`src/rtl/gdd_pkg.sv`:
```
// Types, constants and calendar tables for the Gregorian day difference block.
// No dependencies; used by gdd_date_num and gregorian_day_difference.
`default_nettype none

package gdd_pkg;

    localparam int DayW  = 5;
    localparam int MonW  = 4;
    localparam int YearW = 14;
    localparam int DistW = 22;
    // Shifted year (year + 399) and day numbers of shifted years
    localparam int YsW   = 15;
    localparam int NumW  = 23;
    localparam int OffW  = 13;

    // 400-year shift minus one, applied before the whole-year count
    localparam logic [YsW-1:0]   YearBias    = 15'd399;
    localparam logic [8:0]       DaysPerYear = 9'd365;
    // floor(x / 25) = (x * Recip25) >> RecipShift for x below 74565
    localparam logic [19:0]      Recip25     = 20'd671089;
    localparam int               RecipShift  = 24;
    localparam logic [DistW-1:0] DistMax     = 22'd4194303;

    localparam logic [MonW-1:0] MonFeb = 4'd2;

    typedef struct packed {
        logic [DayW-1:0]  first_day;
        logic [MonW-1:0]  first_month;
        logic [YearW-1:0] first_year;
        logic [DayW-1:0]  second_day;
        logic [MonW-1:0]  second_month;
        logic [YearW-1:0] second_year;
    } t_gdd_req;

    typedef struct packed {
        logic [DistW-1:0] day_distance;
        logic             date_invalid;
    } t_gdd_res;

    // Month length; zero for codes that are not a month
    function automatic logic [DayW-1:0] month_len(input logic [MonW-1:0] m,
                                                  input logic leap);
        logic [DayW-1:0] len;
        unique case (m)
            4'd1, 4'd3, 4'd5, 4'd7, 4'd8, 4'd10, 4'd12: len = 5'd31;
            4'd4, 4'd6, 4'd9, 4'd11:                    len = 5'd30;
            4'd2:    len = leap ? 5'd29 : 5'd28;
            default: len = 5'd0;
        endcase
        return len;
    endfunction

    // Days of the months before month m in a common year
    function automatic logic [8:0] days_before(input logic [MonW-1:0] m);
        logic [8:0] n;
        unique case (m)
            4'd2:    n = 9'd31;
            4'd3:    n = 9'd59;
            4'd4:    n = 9'd90;
            4'd5:    n = 9'd120;
            4'd6:    n = 9'd151;
            4'd7:    n = 9'd181;
            4'd8:    n = 9'd212;
            4'd9:    n = 9'd243;
            4'd10:   n = 9'd273;
            4'd11:   n = 9'd304;
            4'd12:   n = 9'd334;
            default: n = 9'd0;
        endcase
        return n;
    endfunction

endpackage

`default_nettype wire

```
`src/rtl/gdd_date_num.sv`:
```
// Three-stage pipeline turning one date into a day number plus a validity flag.
// Depends on gdd_pkg for widths, reciprocal constants and month tables.
`default_nettype none

module gdd_date_num
    import gdd_pkg::*;
(
    input  wire logic             i_clk,
    input  wire logic [DayW-1:0]  i_day,
    input  wire logic [MonW-1:0]  i_month,
    input  wire logic [YearW-1:0] i_year,
    output logic      [NumW-1:0]  o_num,
    output logic                  o_ok
);

    // Stage 1: shifted year and the two divisions by 25
    logic [YsW-1:0]  n1_ys;
    logic [32:0]     n1_p100;
    logic [33:0]     n1_p25;
    logic [DayW-1:0] r1_d;
    logic [MonW-1:0] r1_m;
    logic [YearW-1:0] r1_y;
    logic [YsW-1:0]  r1_ys;
    logic [7:0]      r1_q100;
    logic [9:0]      r1_q25;

    assign n1_ys   = YsW'(i_year) + YearBias;
    // ys / 100 = (ys / 4) / 25
    assign n1_p100 = 33'(n1_ys[YsW-1:2]) * 33'(Recip25);
    assign n1_p25  = 34'(i_year) * 34'(Recip25);

    always_ff @(posedge i_clk) begin
        r1_d    <= i_day;
        r1_m    <= i_month;
        r1_y    <= i_year;
        r1_ys   <= n1_ys;
        r1_q100 <= n1_p100[RecipShift+7:RecipShift];
        r1_q25  <= n1_p25[RecipShift+9:RecipShift];
    end

    // Stage 2: leap rule, date check, year product and small offset
    logic [YearW-1:0] n2_25q;
    logic             n2_div25;
    logic             n2_leap;
    logic [DayW-1:0]  n2_mlen;
    logic [OffW:0]    n2_off;
    logic [NumW-1:0]  r2_yd;
    logic [OffW-1:0]  r2_off;
    logic             r2_ok;

    assign n2_25q   = {r1_q25, 4'b0} + {1'b0, r1_q25, 3'b0} + YearW'(r1_q25);
    assign n2_div25 = (n2_25q == r1_y);
    // divisible by 4 but not 100, or by 400 (= 16 and 25)
    assign n2_leap  = ((r1_y[1:0] == 2'b0) && !n2_div25)
                   || ((r1_y[3:0] == 4'b0) && n2_div25);
    assign n2_mlen  = month_len(r1_m, n2_leap);
    assign n2_off   = (OffW+1)'(r1_ys[YsW-1:2]) - (OffW+1)'(r1_q100)
                    + (OffW+1)'(r1_q100[7:2]) + (OffW+1)'(days_before(r1_m))
                    + (OffW+1)'((r1_m > MonFeb) && n2_leap) + (OffW+1)'(r1_d);

    always_ff @(posedge i_clk) begin
        r2_yd  <= NumW'(r1_ys) * NumW'(DaysPerYear);
        r2_off <= n2_off[OffW-1:0];
        r2_ok  <= (r1_d != '0) && (r1_d <= n2_mlen);
    end

    // Stage 3: final day number
    logic [NumW-1:0] r3_num;
    logic            r3_ok;

    always_ff @(posedge i_clk) begin
        r3_num <= r2_yd + NumW'(r2_off);
        r3_ok  <= r2_ok;
    end

    assign o_num = r3_num;
    assign o_ok  = r3_ok;

endmodule

`default_nettype wire

```
`src/rtl/gregorian_day_difference.sv`:
```
// Top level: two date converters, the difference stage and the valid pipeline.
// Depends on gdd_pkg and gdd_date_num.
`default_nettype none

// Takes one request (two day/month/year dates) per clock whenever i_start is
// high; o_busy is always low. The result appears on o_res with o_valid high
// for one cycle, after three stages of day-number conversion per date
// (divide-by-25 multiplies, then the 365 x year product and month table,
// then the final add) and one stage for the absolute difference. The
// receiver cannot stall; results stream out one per clock.
// A bad month or day on either date sets date_invalid with a distance of 0.
module gregorian_day_difference
    import gdd_pkg::*;
(
    input  wire logic     i_clk,
    input  wire logic     i_rst_n,
    input  wire logic     i_start,
    input  wire t_gdd_req i_req,
    output logic          o_busy,
    output logic          o_valid,
    output t_gdd_res      o_res
);

    logic [NumW-1:0] w_num_a;
    logic [NumW-1:0] w_num_b;
    logic            w_ok_a;
    logic            w_ok_b;

    gdd_date_num u_date_a (
        .i_clk   (i_clk),
        .i_day   (i_req.first_day),
        .i_month (i_req.first_month),
        .i_year  (i_req.first_year),
        .o_num   (w_num_a),
        .o_ok    (w_ok_a)
    );

    gdd_date_num u_date_b (
        .i_clk   (i_clk),
        .i_day   (i_req.second_day),
        .i_month (i_req.second_month),
        .i_year  (i_req.second_year),
        .o_num   (w_num_b),
        .o_ok    (w_ok_b)
    );

    logic [2:0] r_vld;
    logic       r_out_vld;
    t_gdd_res   r_res;
    logic [NumW-1:0]  n_diff;
    logic [DistW-1:0] n_dist;

    always_ff @(posedge i_clk) begin
        if (!i_rst_n) begin
            r_vld     <= '0;
            r_out_vld <= 1'b0;
        end else begin
            r_vld     <= {r_vld[1:0], i_start};
            r_out_vld <= r_vld[2];
        end
    end

    assign n_diff = (w_num_a >= w_num_b) ? (w_num_a - w_num_b) : (w_num_b - w_num_a);
    assign n_dist = (n_diff > NumW'(DistMax)) ? DistMax : n_diff[DistW-1:0];

    always_ff @(posedge i_clk) begin
        r_res.day_distance <= (w_ok_a && w_ok_b) ? n_dist : '0;
        r_res.date_invalid <= !(w_ok_a && w_ok_b);
    end

    assign o_busy  = 1'b0;
    assign o_valid = r_out_vld;
    assign o_res   = r_res;

    a_invalid_zero: assert property (@(posedge i_clk) disable iff (!i_rst_n)
        (o_valid && o_res.date_invalid) |-> (o_res.day_distance == '0))
        else $error("invalid date with nonzero distance");

    a_same_date_zero: assert property (@(posedge i_clk) disable iff (!i_rst_n)
        (o_valid && $past(i_req.first_day == i_req.second_day
                          && i_req.first_month == i_req.second_month
                          && i_req.first_year == i_req.second_year, 4))
        |-> (o_res.day_distance == '0))
        else $error("equal dates gave nonzero distance");

    a_valid_latency: assert property (@(posedge i_clk) disable iff (!i_rst_n)
        (r_vld[0] && $past(i_rst_n)) |-> $past(i_start))
        else $error("pipeline valid without a request");

endmodule

`default_nettype wire
```
`config.mk`:
```
export PLATFORM = sky130hd
export DESIGN_NAME = gregorian_day_difference
export DESIGN_NICKNAME = d
export VERILOG_FILES = /design/src/rtl/gdd_pkg.sv /design/src/rtl/gdd_date_num.sv /design/src/rtl/gregorian_day_difference.sv
export SDC_FILE = /design/constraint.sdc
export NUM_CORES = 2
export LEC_CHECK = 0
export BUFFER_PORTS_ARGS = -buffer_cell sky130_fd_sc_hd__buf_2
export CORE_MARGIN = 10
export CORE_UTILIZATION = 25
export CTS_BUF_LIST = sky130_fd_sc_hd__clkbuf_4 sky130_fd_sc_hd__clkbuf_8 sky130_fd_sc_hd__clkbuf_16
export CTS_CLUSTER_DIAMETER = 120
export DETAILED_ROUTE_END_ITERATION = 12
export MAX_ROUTING_LAYER = met4
export PLACE_DENSITY_LB_ADDON = 0.1
export SLEW_MARGIN = 20
export SYNTH_ARGS = -nofsm -noshare
export SYNTH_HDL_FRONTEND = slang
export SYNTH_HIERARCHICAL = 1
export SYNTH_SLANG_ARGS = --single-unit
```
`constraint.sdc`:
```
create_clock -name i_clk -period 8.55 [get_ports i_clk]
set_clock_uncertainty 0.05 [all_clocks]
set_input_delay 2.565 -clock i_clk [delete_from_list [all_inputs] [get_ports i_clk]]
set_output_delay 2.565 -clock i_clk [all_outputs]
set_load 0.01 [all_outputs]
```
==> results.sh <==
export IMPL_outcome="finished clean"
export IMPL_avgRoutedWirePerCell_um=16.8
export IMPL_clock_fmax_mhz=123
export IMPL_cp_arrival_ns=8.58
export IMPL_min_path_cells=0
export IMPL_gr_total_overflow=0
export IMPL_worst_pin_slew_ns=0.909
export IMPL_coreArea_um2=144000
export IMPL_nFillCells=15500
export IMPL_synth_adder_area_share_pct=52.0
export IMPL_synth_top_family_by_area="adder cells"
export IMPL_drt_pass1_iterations=5
export IMPL_async_flop_share_pct=0
export IMPL_cts_sinks=279
export IMPL_grt_pass1_wl_mm=158
export IMPL_final_antenna_net_count=0
export IMPL_synth_area_leaders="fa_1 (26%), ha_1 (26%), dfxtp_1 (15%)"
export IMPL_crit_buf_inv=7
export IMPL_wl_mm=99.3
export IMPL_syn_num_nets=4983
export IMPL_synth_seq_cells=279
export IMPL_period_minus_slack_ns=8.13
export IMPL_setup_viol=0
export IMPL_clk_latency_ns=0.59
export IMPL_io_buffers=72
export IMPL_synthXorXnorAreaFrac_pct=4.84
export IMPL_die_x_um=400
export IMPL_drcViolationCount=0
export IMPL_crit_path_top_delay_cell="fa_1"
export IMPL_rr_worst_depth=27
export IMPL_ios=74
export IMPL_grt_pass1_vias=27100
export IMPL_cts_setup_buffers=0
export IMPL_die_area_um2=160000
export IMPL_final_core_util_pct=28.9
export IMPL_cp_max_fo=4
export IMPL_synth_top_area_share_pct=26.2
export IMPL_ys_warnings_count=6
export IMPL_cap_violations=0
export IMPL_ys_flop_type="dfxtp_1"
export IMPL_startpoint="i_req[1]"
export IMPL_syn_instance_count=3717
export IMPL_grt_max_degree=19
export IMPL_vias=24700
export IMPL_r2r_start="u_date_b/r1_q25[4]"
export IMPL_synth_simple_area_share_pct=7.24
export IMPL_clk_path_buf_depth=3
export IMPL_hold_path_class="reg2reg"
export IMPL_critPathTopFamily="adder cells"
export IMPL_numCtsBuffers=43
export IMPL_syn_avg_cell_area_um2=9.72
export IMPL_rrSetupSlack_ns=1.82
export IMPL_hold_viol_final=0
export IMPL_worstHoldStart="u_date_a/r2_ok"
export IMPL_critPathCaptureType="flop"
export IMPL_drive_gt1_share_pct=9.93
export IMPL_crit_path_max_incr_delay_ns=0.56
export IMPL_ys_seq_area_share_pct=15.5
export IMPL_whs_endpoint="u_date_a/o_ok"
export IMPL_finalCritPeriodShare_pct=95.1
export IMPL_start_util_pct=25.2
export IMPL_synth_edff_count=0
export IMPL_final_max_slew_viol_count=0
export IMPL_reg2reg_to="u_date_b/r2_off[11]"
export IMPL_cts_htree_levels=2
export IMPL_muxShareOfSynthArea_pct=0.665
export IMPL_required_ns=9.00
export IMPL_crit_type="in2reg"
export IMPL_clockRootBuffer="clkbuf_16"
export IMPL_drt_iter0_markers=829
export IMPL_synth_top_area_cell="fa_1"
export IMPL_syn2layout_area_growth_pct=15.0
export IMPL_cts_tree="yes"
export IMPL_synth_distinct_cells=97
export IMPL_nets=5241
export IMPL_die_h_um=400
export IMPL_netlist_area_um2=36100
export IMPL_vias_per_cell=4.17
export IMPL_slew_headroom_pct=39.2
export IMPL_cp_depth=28
export IMPL_start_kind="input port"
export IMPL_std_cell_rows=139
export IMPL_gp_congestion=0.870
export IMPL_track_usage_pct=13.1
export IMPL_clk_pin_slew_ns=0.05
export IMPL_synth_compound_area_share_pct=9.82
export IMPL_antenna_found_initial=8
export IMPL_holdWs_ns=0.360
export IMPL_dp_hpwl_mm=88.9
-- layout by cell type, fill, tap and decap left out, drive strengths merged, types with 37 or more instances in the layout --
cell type and count:
a21o 51, a21oi 180, buf 247, clkbuf 57, dfxtp 279, fa 472, ha 745, inv 919
nand2 107, nand3 70, nor2 113, nor3 37, o21ai 104, xnor2 147, xor2 52
-- metal layers --
layer	global-route usage (%)	routed length, µm	up-vias	share of wire (%)
li1	-	-	12600	-
met1	17.1	48100	11800	48
met2	21.5	46400	210	47
met3	1.73	2730	97	2.7
met4	2.88	2120	0	2.1
met5	-	0	-	0
-- flip-flops by register name, indices dropped and copies added (netlist names), 13 cells and up, named ones only --
signal           cells
u_date_b/r2_yd      23
o_res               23
u_date_a/r2_yd      23
u_date_a/r1_ys      15
u_date_b/r2_off     13
u_date_a/o_num      23
u_date_b/o_num      23
u_date_b/r1_y       14
u_date_b/r1_ys      15
u_date_a/r1_y       14
u_date_a/r2_off     13
-- cells by family after synthesis --
| family | count (synthesis) |
|---|---|
| fa+ha+maj | 1217 |
| buf+inv | 950 |
| compound gates | 539 |
| simple gates | 511 |
| flops | 279 |
| xor+xnor | 199 |
| mux | 21 |
| other cells | 1 |
-- cell type report --
class | count | area [µm²] | share of cell area (%)
tap | 1903 | 2380 | 5.73
multi-input combinational | 2488 | 27000 | 64.9
sequential | 279 | 5590 | 13.4
inverter | 916 | 3440 | 8.28
clock buffer | 57 | 1230 | 2.96
antenna | 4 | 10.0 | 0.0241
timing repair buffer | 247 | 1670 | 4.03
clock inverter | 22 | 256 | 0.617
-- Yosys cell counts, drive strengths merged, types with 9 or more instances --
cell     instances
o31ai           12
a21oi          180
and3            28
nor2           113
and2             9
xor2            52
nand2          107
a211oi          22
o21ai          104
nand4           26
inv            916
or3             18
dfxtp          279
a31oi           23
nor2b           26
nor4            10
o211ai          20
o21a            22
xnor2          147
a21boi          15
a21o            51
clkbuf          13
nor3            37
buf             21
fa             472
mux2i           15
ha             745
or2             18
nand3           70
nand2b          20
o21bai          16
o2111ai          9
-- per-stage QoR --
| stage | cell area [µm²] | setup WS [ns] | setup TNS (ns) | cells |
|---|---|---|---|---|
| final | 41500 | 0.416 | 0 | 5916 |
| after global routing | 41500 | -0.000866 | -0.000866 | 5916 |
| after detailed placement | 40000 | -0.339 | -3.12 | 5833 |
| after global placement | 40000 | -0.274 | -2.13 | 5833 |
| after floorplan | 36200 | 0.00839 | 0 | 3717 |
| after CTS | 41500 | 0.326 | 0 | 5912 |
-- repair_timing --
item,in CTS,in global routing
setup endpoints to repair,0,9
hold buffers,0,0
gates resized for setup,0,8
-- worst max-delay path by stage --
stage / endpoint / slack, ns
4_1_cts: u_date_a/r1_q100[4] / 0.33
2_1_floorplan: u_date_a/r1_q100[4] / 0.008
3_3_place_gp: u_date_a/r1_q100[4] / -0.27
6_report: u_date_b/r1_q100[6] / 0.42
5_1_grt: u_date_a/r1_q100[4] / -0.0009
3_5_place_dp: u_date_a/r1_q100[4] / -0.34
-- worst register-to-register path: stages, from the launching register on --
cell,delay (ns)
dfxtp_1,0.42
inv_1,0.09
fa_1,0.54
inv_1,0.04
ha_1,0.21
fa_1,0.46
a21o_1,0.18
a21oi_1,0.26
nor2b_1,0.13
o21ai_0,0.20
a21oi_1,0.11
xnor2_1,0.16
nor4_1,0.10
or4_1,0.50
fa_1,0.53
inv_1,0.05
fa_1,0.38
ha_1,0.23
inv_1,0.08
fa_1,0.21
nor2b_1,0.05
o21ai_0,0.22
a21boi_0,0.16
o21ai_0,0.26
a21boi_0,0.17
o21ai_0,0.25
or4b_1,0.46
o211ai_1,0.15
Power is left out: the tool's default activity adds up to more than one toggle a clock period on the data nets, which glitch-free logic cannot reach.
